## src/hw/rtl/lkv_pkg.sv

```systemverilog
`default_nettype none
// ----------------------------------------------------------------------------
// lkv_pkg
// Shared types and constants for the LRU key/value cache.
// ----------------------------------------------------------------------------
package lkv_pkg;

  localparam int ENTRIES = 16;
  localparam int SLOT_W  = $clog2(ENTRIES);
  localparam int RANK_W  = $clog2(ENTRIES);
  localparam int COUNT_W = $clog2(ENTRIES + 1);
  localparam int KEY_W   = 32;
  localparam int VAL_W   = 31;
  localparam int CAP_W   = 5;
  localparam int ADDR_W  = 3;
  localparam int DATA_W  = 32;

  localparam logic [CAP_W-1:0] CAP_RESET = CAP_W'(16);

  // register index taken from the word address
  localparam logic REG_CAPACITY = 1'b0;

  typedef enum logic {
    OP_GET = 1'b0,
    OP_PUT = 1'b1
  } op_t;

  typedef struct packed {
    op_t              op;
    logic [KEY_W-1:0] key;
    logic [VAL_W-1:0] value;
  } req_t;

  typedef struct packed {
    logic             found;
    logic [VAL_W-1:0] data;
  } rsp_t;

endpackage
`default_nettype wire

```

## src/hw/rtl/lkv_cfg.sv

```systemverilog
`default_nettype none
// ----------------------------------------------------------------------------
// lkv_cfg
// APB register port holding the capacity register.
// ----------------------------------------------------------------------------
module lkv_cfg (
  input  wire logic                        clk,
  input  wire logic                        rst,
  input  wire logic                        psel,
  input  wire logic                        penable,
  input  wire logic                        pwrite,
  input  wire logic [lkv_pkg::ADDR_W-1:0]  paddr,
  input  wire logic [lkv_pkg::DATA_W-1:0]  pwdata,
  output logic      [lkv_pkg::DATA_W-1:0]  prdata,
  output logic                             pready,
  output logic      [lkv_pkg::CAP_W-1:0]   capacity
);
  import lkv_pkg::*;

  logic reg_index;

  assign pready    = 1'b1;
  assign reg_index = paddr[ADDR_W-1];

  always_ff @(posedge clk) begin
    if (rst) begin
      capacity <= CAP_RESET;
    end else if (psel && penable && pwrite && pready && (reg_index == REG_CAPACITY)) begin
      capacity <= pwdata[CAP_W-1:0];
    end
  end

  always_comb begin
    prdata = '0;
    if (reg_index == REG_CAPACITY) begin
      prdata = DATA_W'(capacity);
    end
  end

endmodule
`default_nettype wire

```

## src/hw/rtl/lkv_store.sv

```systemverilog
`default_nettype none
// ----------------------------------------------------------------------------
// lkv_store
// Entry array with parallel key match, recency ranks and replacement.
// ----------------------------------------------------------------------------
module lkv_store (
  input  wire logic                       clk,
  input  wire logic                       rst,
  input  wire logic                       req_valid,
  input  wire lkv_pkg::req_t              req,
  input  wire logic [lkv_pkg::CAP_W-1:0]  capacity,
  output lkv_pkg::rsp_t                   rsp
);
  import lkv_pkg::*;

  logic [ENTRIES-1:0]  valid, valid_next;
  logic [KEY_W-1:0]    keys [ENTRIES];
  logic [VAL_W-1:0]    vals [ENTRIES];
  logic [RANK_W-1:0]   rank [ENTRIES];
  logic [RANK_W-1:0]   rank_next [ENTRIES];
  logic [COUNT_W-1:0]  occ, occ_next;

  logic [ENTRIES-1:0]  hit_vec, lru_vec, valid_kept;
  logic                hit_any, free_any, evict;
  logic [SLOT_W-1:0]   hit_idx, free_idx, wr_idx;
  logic [RANK_W-1:0]   hit_rank;
  logic [COUNT_W-1:0]  eff_cap;
  logic                wr_key_en, wr_val_en;

  always_comb begin
    if (capacity == '0) begin
      eff_cap = COUNT_W'(1);
    end else if (COUNT_W'(capacity) > COUNT_W'(ENTRIES)) begin
      eff_cap = COUNT_W'(ENTRIES);
    end else begin
      eff_cap = COUNT_W'(capacity);
    end
  end

  // match, least recent and first free slot
  always_comb begin
    hit_any  = 1'b0;
    hit_idx  = '0;
    free_any = 1'b0;
    free_idx = '0;
    for (int i = 0; i < ENTRIES; i++) begin
      hit_vec[i] = valid[i] && (keys[i] == req.key);
      // ranks of valid slots are a permutation of 0..occ-1
      lru_vec[i] = valid[i] && (COUNT_W'(rank[i]) == (occ - COUNT_W'(1)));
    end
    for (int i = 0; i < ENTRIES; i++) begin
      if (hit_vec[i] && !hit_any) begin
        hit_any = 1'b1;
        hit_idx = SLOT_W'(i);
      end
    end
    evict      = !hit_any && (req.op == OP_PUT) && (occ >= eff_cap);
    valid_kept = evict ? (valid & ~lru_vec) : valid;
    for (int i = 0; i < ENTRIES; i++) begin
      if (!valid_kept[i] && !free_any) begin
        free_any = 1'b1;
        free_idx = SLOT_W'(i);
      end
    end
    hit_rank = rank[hit_idx];
  end

  always_comb begin
    rsp.found = hit_any;
    rsp.data  = hit_any ? vals[hit_idx] : '0;
  end

  // next state of valid bits, ranks and fill count
  always_comb begin
    valid_next = valid;
    rank_next  = rank;
    occ_next   = occ;
    wr_key_en  = 1'b0;
    wr_val_en  = 1'b0;
    wr_idx     = hit_idx;
    if (req_valid) begin
      if (hit_any) begin
        for (int i = 0; i < ENTRIES; i++) begin
          if (valid[i] && (rank[i] < hit_rank)) begin
            rank_next[i] = rank[i] + RANK_W'(1);
          end
        end
        rank_next[hit_idx] = '0;
        wr_val_en          = (req.op == OP_PUT);
      end else if (req.op == OP_PUT) begin
        valid_next = valid_kept;
        for (int i = 0; i < ENTRIES; i++) begin
          if (evict && lru_vec[i]) begin
            rank_next[i] = '0;
          end
        end
        occ_next = evict ? (occ - COUNT_W'(1)) : occ;
        if (free_any) begin
          for (int i = 0; i < ENTRIES; i++) begin
            if (valid_kept[i]) begin
              rank_next[i] = rank[i] + RANK_W'(1);
            end
          end
          valid_next[free_idx] = 1'b1;
          rank_next[free_idx]  = '0;
          occ_next             = occ_next + COUNT_W'(1);
          wr_key_en            = 1'b1;
          wr_val_en            = 1'b1;
          wr_idx               = free_idx;
        end
      end
    end
  end

  always_ff @(posedge clk) begin
    if (rst) begin
      valid <= '0;
      occ   <= '0;
      for (int i = 0; i < ENTRIES; i++) begin
        rank[i] <= '0;
      end
    end else begin
      valid <= valid_next;
      occ   <= occ_next;
      rank  <= rank_next;
    end
  end

  always_ff @(posedge clk) begin
    if (wr_key_en) begin
      keys[wr_idx] <= req.key;
    end
    if (wr_val_en) begin
      vals[wr_idx] <= req.value;
    end
  end

endmodule
`default_nettype wire

```

## src/hw/rtl/lru_key_value_cache.sv

```systemverilog
`default_nettype none
// ----------------------------------------------------------------------------
// lru_key_value_cache
// Fully associative 16-entry key/value cache with LRU replacement.
// ----------------------------------------------------------------------------
// The block takes one request per clock on the slave stream and answers every
// get with one result on the master stream; puts give no result. A request is
// registered on entry, then once it advances all 16 keys are compared in
// parallel, the recency ranks are updated and the get result is loaded into
// the output register; the sustained rate is one request per cycle, set by
// that single store stage, while no get is stalled. Only a get whose result
// cannot be placed because the output register is still held stalls the
// input. Valid bits, ranks and the fill count clear at reset, so no clearing
// pass is needed. The capacity register (address 0, reset 16) limits how
// many pairs are held; 0 acts as 1 and values above 16 as 16. Write it only
// while the block is idle.
// ----------------------------------------------------------------------------
module lru_key_value_cache (
  input  wire logic                        clk,
  input  wire logic                        rst,
  // slave stream
  input  wire logic                        s_tvalid,
  output logic                             s_tready,
  input  wire logic [63:0]                 s_tdata,  // key[31:0], value[62:32], zero[63]
  input  wire logic                        s_tuser,  // op[0]: 0 get, 1 put
  // master stream
  output logic                             m_tvalid,
  input  wire logic                        m_tready,
  output logic      [31:0]                 m_tdata,  // data[30:0], zero[31]
  output logic                             m_tuser,  // found[0]
  // configuration
  input  wire logic                        psel,
  input  wire logic                        penable,
  input  wire logic                        pwrite,
  input  wire logic [lkv_pkg::ADDR_W-1:0]  paddr,
  input  wire logic [lkv_pkg::DATA_W-1:0]  pwdata,
  output logic      [lkv_pkg::DATA_W-1:0]  prdata,
  output logic                             pready
);
  import lkv_pkg::*;

  logic [CAP_W-1:0] capacity;
  logic             in_valid;
  req_t             in_req;
  logic             advance;
  rsp_t             store_rsp;
  logic             out_valid;
  rsp_t             out_rsp;

  lkv_cfg u_cfg (
    .clk      (clk),
    .rst      (rst),
    .psel     (psel),
    .penable  (penable),
    .pwrite   (pwrite),
    .paddr    (paddr),
    .pwdata   (pwdata),
    .prdata   (prdata),
    .pready   (pready),
    .capacity (capacity)
  );

  // advance the held request unless it is a get with nowhere to put its result
  assign advance  = in_valid && ((in_req.op == OP_PUT) || !out_valid || m_tready);
  assign s_tready = !in_valid || advance;

  always_ff @(posedge clk) begin
    if (rst) begin
      in_valid <= 1'b0;
    end else if (s_tready) begin
      in_valid <= s_tvalid;
    end
  end

  // payload needs no reset
  always_ff @(posedge clk) begin
    if (s_tvalid && s_tready) begin
      in_req.op    <= op_t'(s_tuser);
      in_req.key   <= s_tdata[KEY_W-1:0];
      in_req.value <= s_tdata[KEY_W+VAL_W-1:KEY_W];
    end
  end

  lkv_store u_store (
    .clk       (clk),
    .rst       (rst),
    .req_valid (advance),
    .req       (in_req),
    .capacity  (capacity),
    .rsp       (store_rsp)
  );

  // output register: load a get result, drop it once taken
  always_ff @(posedge clk) begin
    if (rst) begin
      out_valid <= 1'b0;
    end else if (advance && (in_req.op == OP_GET)) begin
      out_valid <= 1'b1;
    end else if (m_tready) begin
      out_valid <= 1'b0;
    end
  end

  always_ff @(posedge clk) begin
    if (advance && (in_req.op == OP_GET)) begin
      out_rsp <= store_rsp;
    end
  end

  assign m_tvalid = out_valid;
  assign m_tdata  = {1'b0, out_rsp.data};
  assign m_tuser  = out_rsp.found;

endmodule
`default_nettype wire

```

## config.mk

```make
export PLATFORM = sky130hd
export DESIGN_NAME = lru_key_value_cache
export DESIGN_NICKNAME = d
export VERILOG_FILES = /design/src/hw/rtl/lkv_pkg.sv /design/src/hw/rtl/lkv_cfg.sv /design/src/hw/rtl/lkv_store.sv /design/src/hw/rtl/lru_key_value_cache.sv
export SDC_FILE = /design/constraint.sdc
export NUM_CORES = 2
export LEC_CHECK = 0
export ABC_AREA = 1
export BUFFER_PORTS_ARGS = -buffer_cell sky130_fd_sc_hd__buf_2
export CORE_MARGIN = 10
export CORE_UTILIZATION = 41
export DETAILED_ROUTE_END_ITERATION = 12
export SETUP_SLACK_MARGIN = 0.2
export SLEW_MARGIN = 20
export SYNTH_ARGS = -nofsm -noshare
export SYNTH_HDL_FRONTEND = slang
export SYNTH_HIERARCHICAL = 1
export SYNTH_SLANG_ARGS = --single-unit
```

## constraint.sdc

```tcl
create_clock -name clk -period 7.3 [get_ports clk]
set_input_delay 1.46 -clock clk [delete_from_list [all_inputs] [get_ports clk]]
set_output_delay 1.46 -clock clk [all_outputs]
set_load 0.03 [all_outputs]
```

[Word level (Yosys, flattened, before mapping)]
Memory sizes are Yosys's and may differ from the RTL's. A register that Yosys moved wholly into a read port is not among the register bits.
Cells that the tools add are included.
Storage, ports and cells
  memories: 2
  register bits: 157
  word-level logic and storage cells: 515
  output and inout port bits: 68
  bits in writable memories: 1008
Memory list
  u_store.keys: words 16, width 32, rd ports 16, clocked after Yosys merged registers in 0, wr ports 1, RTL line lkv_store.sv:17  | logic [KEY_W-1:0] keys [ENTRIES];
  u_store.vals: words 16, width 31, rd ports 1, clocked after Yosys merged registers in 1, wr ports 1, RTL line lkv_store.sv:18  | logic [VAL_W-1:0] vals [ENTRIES];
Cells by class
  equality and inequality tests: 32
  reduce and logical (&&, ||, !) cells: 161
  mux-type cells: 241
  order comparisons: 24
  bitwise gates (word level): 12
  add/sub/neg operators: 18
Operators by type and width (count)
  $mux W4: 168
  $eq A32 B32 Y1: 16
  $mux W64: 3
  $and A64 B64 Y64: 2
  $not A64 Y64: 2
  $logic_and A1 B1 Y1: 105
  $eq A4 B5 Y1: 16
  $add A4 B1 Y4 const B: 16
  $lt A4 B4 Y1: 16
  $logic_not A1 Y1: 48
  $mux W1: 47
  $demux W4 S4: 2
  $mux W16: 2
  $mux W5: 5
  $mux W3: 8
  $and A16 B16 Y16: 1
  $bmux W4 S4: 1
  $not A16 Y16: 1
  $or A16 B16 Y16: 1
  $ge A5 B5 Y1 const B: 2
  $lt A5 B1 Y1 const B: 2
  $not A4 Y5: 2
  $mux W2: 4
  $add A5 B1 Y5 const B: 1
  other kinds (12): 17

[Longest topological paths before layout]
An unclocked memory read counts as a cell.
  depth after elaboration: 108
  gate-level depth with buffers: 42
  depth with buffers taken out: 39

[Modules after synthesis]
Netlist, hierarchy kept.
Modules (own cells, without submodules)
  lkv_store: cells an instance 4695, times used 1, area an instance 50769.9 sq um, seq. area each 31970.7 sq um
  lru_key_value_cache: cells an instance 118, times used 1, area an instance 3017.9 sq um, seq. area each 2922.8 sq um
  lkv_cfg: cells an instance 76, times used 1, area an instance 491.7 sq um, seq. area each 100.1 sq um

[Worst setup path before layout]
OpenSTA, ideal clock, no wires.
  kind: register to register
  start point: register u_store.occ[0]
  end point: memory u_store.vals[0][0] (enable)
  buffers on the path: 3
  required time: 6.842 ns
  data arrival time: 6.016 ns
  library setup time: 0.458 ns
  path slack: 0.827 ns
  cell stages (with the launch flop): 26
  cells stage by stage: dfxtp_1 -> clkbuf_1 -> inv_1 -> clkbuf_1 -> ha_1 -> o21a_1 -> o21a_1 -> o21a_1 -> o21a_1 -> o21a_1 -> nand3_1 -> nand2_2 -> nor2_4 -> nand3_2 -> nor2_4 -> nand4_4 -> nor2_4 -> nand4_4 -> nor3_4 -> nand2_4 -> nand2_4 -> buf_6 -> nand2_1 -> nand2_2 -> nand2_1 -> nor3_1
Between the ends
  word-level cells in the longest chain between the ends: 57
RTL lines
  from (decl): RTL line lkv_store.sv:21  | logic [COUNT_W-1:0] occ, occ_next;
  from (signal assigned): RTL line lkv_store.sv:124  | occ <= occ_next;
  $sub A5 B1 Y5: RTL line lkv_store.sv:49  | lru_vec[i] = valid[i] && (COUNT_W'(rank[i]) == (occ - COUNT_W'(1)));
  $eq A4 B5 Y1: RTL line lkv_store.sv:49
  $logic_and A1 B1 Y1: RTL line lkv_store.sv:49
  $not A16 Y16: RTL line lkv_store.sv:58  | valid_kept = evict ? (valid & ~lru_vec) : valid;
  $and A16 B16 Y16: RTL line lkv_store.sv:58
  $mux W16 (*): RTL line lkv_store.sv:58
  $logic_not A1 Y1: RTL line lkv_store.sv:60  | if (!valid_kept[i] && !free_any) begin
  $logic_and A1 B1 Y1: RTL line lkv_store.sv:60
  [41 not listed]
  $logic_and A1 B1 Y1: RTL line lkv_store.sv:60
  $mux W1: RTL line lkv_store.sv:60
  $mux W1: RTL line lkv_store.sv:98  | if (free_any) begin
  $mux W1: RTL line lkv_store.sv:90  | end else if (req.op == OP_PUT) begin
  $mux W1: RTL line lkv_store.sv:82  | if (hit_any) begin
  $mux W1: RTL line lkv_store.sv:81  | if (req_valid) begin
  $mux W1: RTL line lkv_store.sv:133  | if (wr_val_en) begin
  $mux W1 (implied by the code): RTL line lkv_store.sv:134  | vals[wr_idx] <= req.value;
  to (decl): RTL line lkv_store.sv:18
Every way passes the cells marked *; elsewhere a longest branch is shown, timed or not.

[Worst setup path after layout]
  start point: register in_req[46] in the netlist's numbering
  end point: memory u_store.vals[8][28] (enable)
Between the ends
  word-level cells in the longest chain between the ends: 103
RTL lines
  from (decl): RTL line lru_key_value_cache.sv:44  | req_t in_req;
  $eq A32 B32 Y1: RTL line lkv_store.sv:47  | hit_vec[i] = valid[i] && (keys[i] == req.key);
  $logic_and A1 B1 Y1: RTL line lkv_store.sv:47
  $mux W1: RTL line lkv_store.sv:52  | if (hit_vec[i] && !hit_any) begin
  $logic_not A1 Y1: RTL line lkv_store.sv:52
  $logic_and A1 B1 Y1: RTL line lkv_store.sv:52
  $mux W1: RTL line lkv_store.sv:52
  $logic_not A1 Y1: RTL line lkv_store.sv:52
  $logic_and A1 B1 Y1: RTL line lkv_store.sv:52
  [87 not listed]
  $logic_and A1 B1 Y1: RTL line lkv_store.sv:60
  $mux W1: RTL line lkv_store.sv:60
  $mux W1: RTL line lkv_store.sv:98
  $mux W1: RTL line lkv_store.sv:90
  $mux W1: RTL line lkv_store.sv:82
  $mux W1: RTL line lkv_store.sv:81
  $mux W1: RTL line lkv_store.sv:133
  $mux W1 (implied by the code): RTL line lkv_store.sv:134
Several ways; a longest one is shown, not always the timed one.

==> flow_metrics.py <==
metrics = {
    "clock_network": {
        "clock_path_buffers": 3,
        "cts_max_level": 3,
        "clk_pin_slew_ps": 60,
        "cts_sinks": 1196,
        "cts-buffers-inserted": 115,
        "cts_tree": "built",
        "insertion_delay_ps": 770,
        "root_buffer": "clkbuf_16",
    },
    "synth": {
        "synth_area_leaders": "edfxtp_1, nand2_1, o22ai_1, dfxtp_1, inv_1",
        "ys_warn_count": 6,
        "seq_area_frac_synth_pct": 64.5,
        "synth_most_common_cell": "edfxtp_1",
        "synth_cell_type_count": 65,
        "synthArstFlopShare_pct": 0,
        "synth_flop_cell": "edfxtp_1",
        "syn-cell-area_um2": 54300,
        "synth_edf_count": 1104,
        "synth_top_area_share_pct": 61.1,
        "syn_avg_cell_area_um2": 11.1,
        "ys_ff_latch": 1196,
        "synth_top_area_cell": "edfxtp_1",
        "syn_inst": 4889,
        "synth_commonest_cells": "edfxtp_1, nand2_1, inv_1",
    },
    "worst_setup_path": {
        "required_ps": 7710,
        "reg2reg_to": "u_store/vals[8][28]$_DFFE_PP_",
        "reg2reg_slack_ps": 610,
        "reg2reg_depth": 38,
        "cp_max_fo": 31,
        "critical_path_class": "reg2reg",
        "cp-end-kind": "register",
        "slowest_stage": "inv_2",
        "crit_top_cell": "nand2_1",
        "r2r-start": "in_req[46]$_DFFE_PP_",
        "cp.arrival_ps": 7100,
        "critical_path.max_stage_delay_ps": 550,
        "start_kind": "register",
    },
    "power_and_ir_drop": {
        "ir_drop_uv": 223,
        "finalPower_mw": 14.7,
        "p_leak_nw": 22.6,
        "cellPowerDensity_nw_per_um2": 238,
    },
    "place": {
        "place_ws_ps": 530,
        "placed_area_um2": 57700,
        "globalplace.congestion": 0.900,
        "dpl.hpwl_mm": 96.6,
        "portBuffers": 115,
        "place_inst": 6691,
    },
    "global_route": {
        "grt_pass1_vias": 36900,
        "antenna_found_initial": 9,
        "grt_start_max_net_pins": 125,
        "grt_overflow": 0,
        "grt_use_total_pct": 21.4,
        "use_met3_pct": 3.40,
        "grtUsageMet1_pct": 29.9,
        "grt_pass1_wl_mm": 239,
        "met2_usage_pct": 33.6,
        "grt_busiest_layer": "met2",
    },
    "route": {
        "drc": 0,
        "vias_per_cell": 5.68,
        "avgRoutedWirePerCell_um": 23.6,
        "via_count": 39200,
        "first_pass_iters": 6,
        "ant_nets": 0,
        "routed_wl_mm": 163,
        "drt_iter0_markers": 4606,
    },
    "timing": {
        "drv_slew": 0,
        "finalSetupViolCount": 0,
        "finalCritPeriodShare_pct": 91.6,
        "fmax_mhz": 150,
        "rsz0062_at_grt": "no",
        "postLayoutSetupSlackWorst_ps": 615,
        "maxSlewHeadroom_pct": 29.7,
        "fin_tns_setup_ps": 0,
        "hold_viol_final": 0,
        "tightest_slew_ps": 1050,
        "skew_ps": 41.4,
        "post-route-min-period_ps": 6690,
    },
    "layout": {
        "fillers": 11900,
        "instances_no_fill": 6913,
        "fin_area_um2": 61600,
        "finalNetCount": 5234,
        "final_layout_size_suffix_gt1_share_pct": 12.2,
        "syn2layout_area_growth_pct": 13.5,
    },
    "hold_path": {
        "hold_path_class": "reg2reg",
        "min_to": "u_cfg/capacity[0]$_SDFFE_PP0P_",
        "min_from": "u_cfg/capacity[0]$_SDFFE_PP0P_",
        "whs_path_depth": 2,
    },
    "floorplanning": {
        "fp.dieH_um": 384,
        "dieArea_um2": 147000,
        "die_w_um": 384,
        "start_util_pct": 41.3,
        "io_pins": 175,
        "num_rows": 133,
        "core_area_um2": 131000,
    },
    "flow_run": {
        "max_cap_violations": 0,
    },
    "status": {
        "status": "complete, no violations",
    },
}
==> routing by layer <==
metal	vias to the layer above	share of wire (%)
met5	-	0.027
met4	6	3.5
met3	316	9.5
met2	1903	45
met1	19200	42
li1	17800	-
==> stage by stage <==
step,utilization (%),hold WS (ps)
3_3_place_gp,43.9,508
2_1_floorplan,-,476
5_1_grt,46.9,546
6_report,46.9,518
3_5_place_dp,43.9,512
4_1_cts,46.8,522
==> layout by cell type (no fill, tap or decap), types with 32 or more instances in the layout <==
cell type	n
a21oi_1	82
buf_12	34
buf_2	115
buf_4	124
clkbuf_16	120
dfxtp_1	92
edfxtp_1	1104
ha_1	71
inv_1	409
inv_2	42
nand2_1	990
nand3_1	220
nand4_1	144
nor2_1	236
nor2_4	32
nor3_1	33
o2111ai_1	38
o21ai_0	291
o22ai_1	363
or2_2	34
xnor2_1	113
xor2_1	94
==> timing repair <==
action / in CTS / in global routing
hold buffers: 0 / 0
buffers inserted: 0 / 3
endpoints found under the setup margin: 0 / 62
hold endpoints to repair: 0 / 0
gates resized for setup: 0 / 2
==> worst max-delay path, delay by kind of cell (launching register included) <==
family,cells,cell delay (ps)
AND/OR/NAND/NOR,30,3810
buffers and inverters,8,2020
flip-flops,1,390
==> layout make-up <==
cell class                 instances  area, um^2  share of cell area [%]
inverter                         458        1730                    2.81
timing repair buffer             273        2190                    3.55
tap                             1755        2200                    3.56
sequential                      1196       35000                    56.8
antenna                            2        5.00                 0.00812
clock inverter                    77         807                    1.31
multi-input combinational       3012       16600                    26.9
clock buffer                     140        3120                    5.06
==> cells by family (layout without fill, tap and decap cells) <==
| logic type | Yosys count | after routing | share of synthesized area (%) |
|---|---|---|---|
| AND/OR/NAND/NOR | 1803 | 1803 | 14.8 |
| AO/OA/AOI/OAI | 901 | 901 | 10.1 |
| buffers and inverters | 707 | 948 | 5.59 |
| adder cells (fa/ha/maj) | 71 | 71 | 1.64 |
| XOR/XNOR | 208 | 208 | 3.37 |
| other | 3 | 31 | 0.0207 |
| flip-flops | 1196 | 1196 | 64.5 |
==> state kept, by name, indices dropped and copies added (netlist names) <==
name / flops
u_store/keys: 512
u_store/vals: 496
in_req: 64
u_store/rank: 64
m_tdata: 31
u_store/valid: 16
u_cfg/capacity: 5
u_store/occ: 5
in_valid: 1
m_tuser: 1
m_tvalid: 1
==> report_power, final <==
| group | leakage, nW | switching [mW] | internal, mW |
|---|---|---|---|
| Clock | 1.90 | 2.69 | 3.45 |
| Combinational | 9.94 | 0.625 | 0.253 |
| Sequential | 10.7 | 0.101 | 7.55 |
| Total | 22.6 | 3.42 | 11.3 |
==> worst max path at each step <==
| stage | from | to | slack, ps | depth (start not counted) |
|---|---|---|---|---|
| 4_1_cts | in_req[55]$_DFFE_PP_ | u_store/keys[15][8]$_DFFE_PP_ | 460 | 27 |
| 3_5_place_dp | in_req[55]$_DFFE_PP_ | u_store/keys[15][8]$_DFFE_PP_ | 530 | 27 |
| 6_report | in_req[46]$_DFFE_PP_ | u_store/vals[8][28]$_DFFE_PP_ | 610 | 38 |
| 2_1_floorplan | u_store/occ[0]$_SDFFE_PP0P_ | u_store/vals[0][0]$_DFFE_PP_ | 830 | 25 |
| 3_3_place_gp | in_req[55]$_DFFE_PP_ | u_store/keys[15][6]$_DFFE_PP_ | 610 | 27 |
| 5_1_grt | in_req[38]$_DFFE_PP_ | u_store/rank[63]$_SDFFE_PP0P_ | 310 | 31 |
Power figures use the tool's default switching activity.
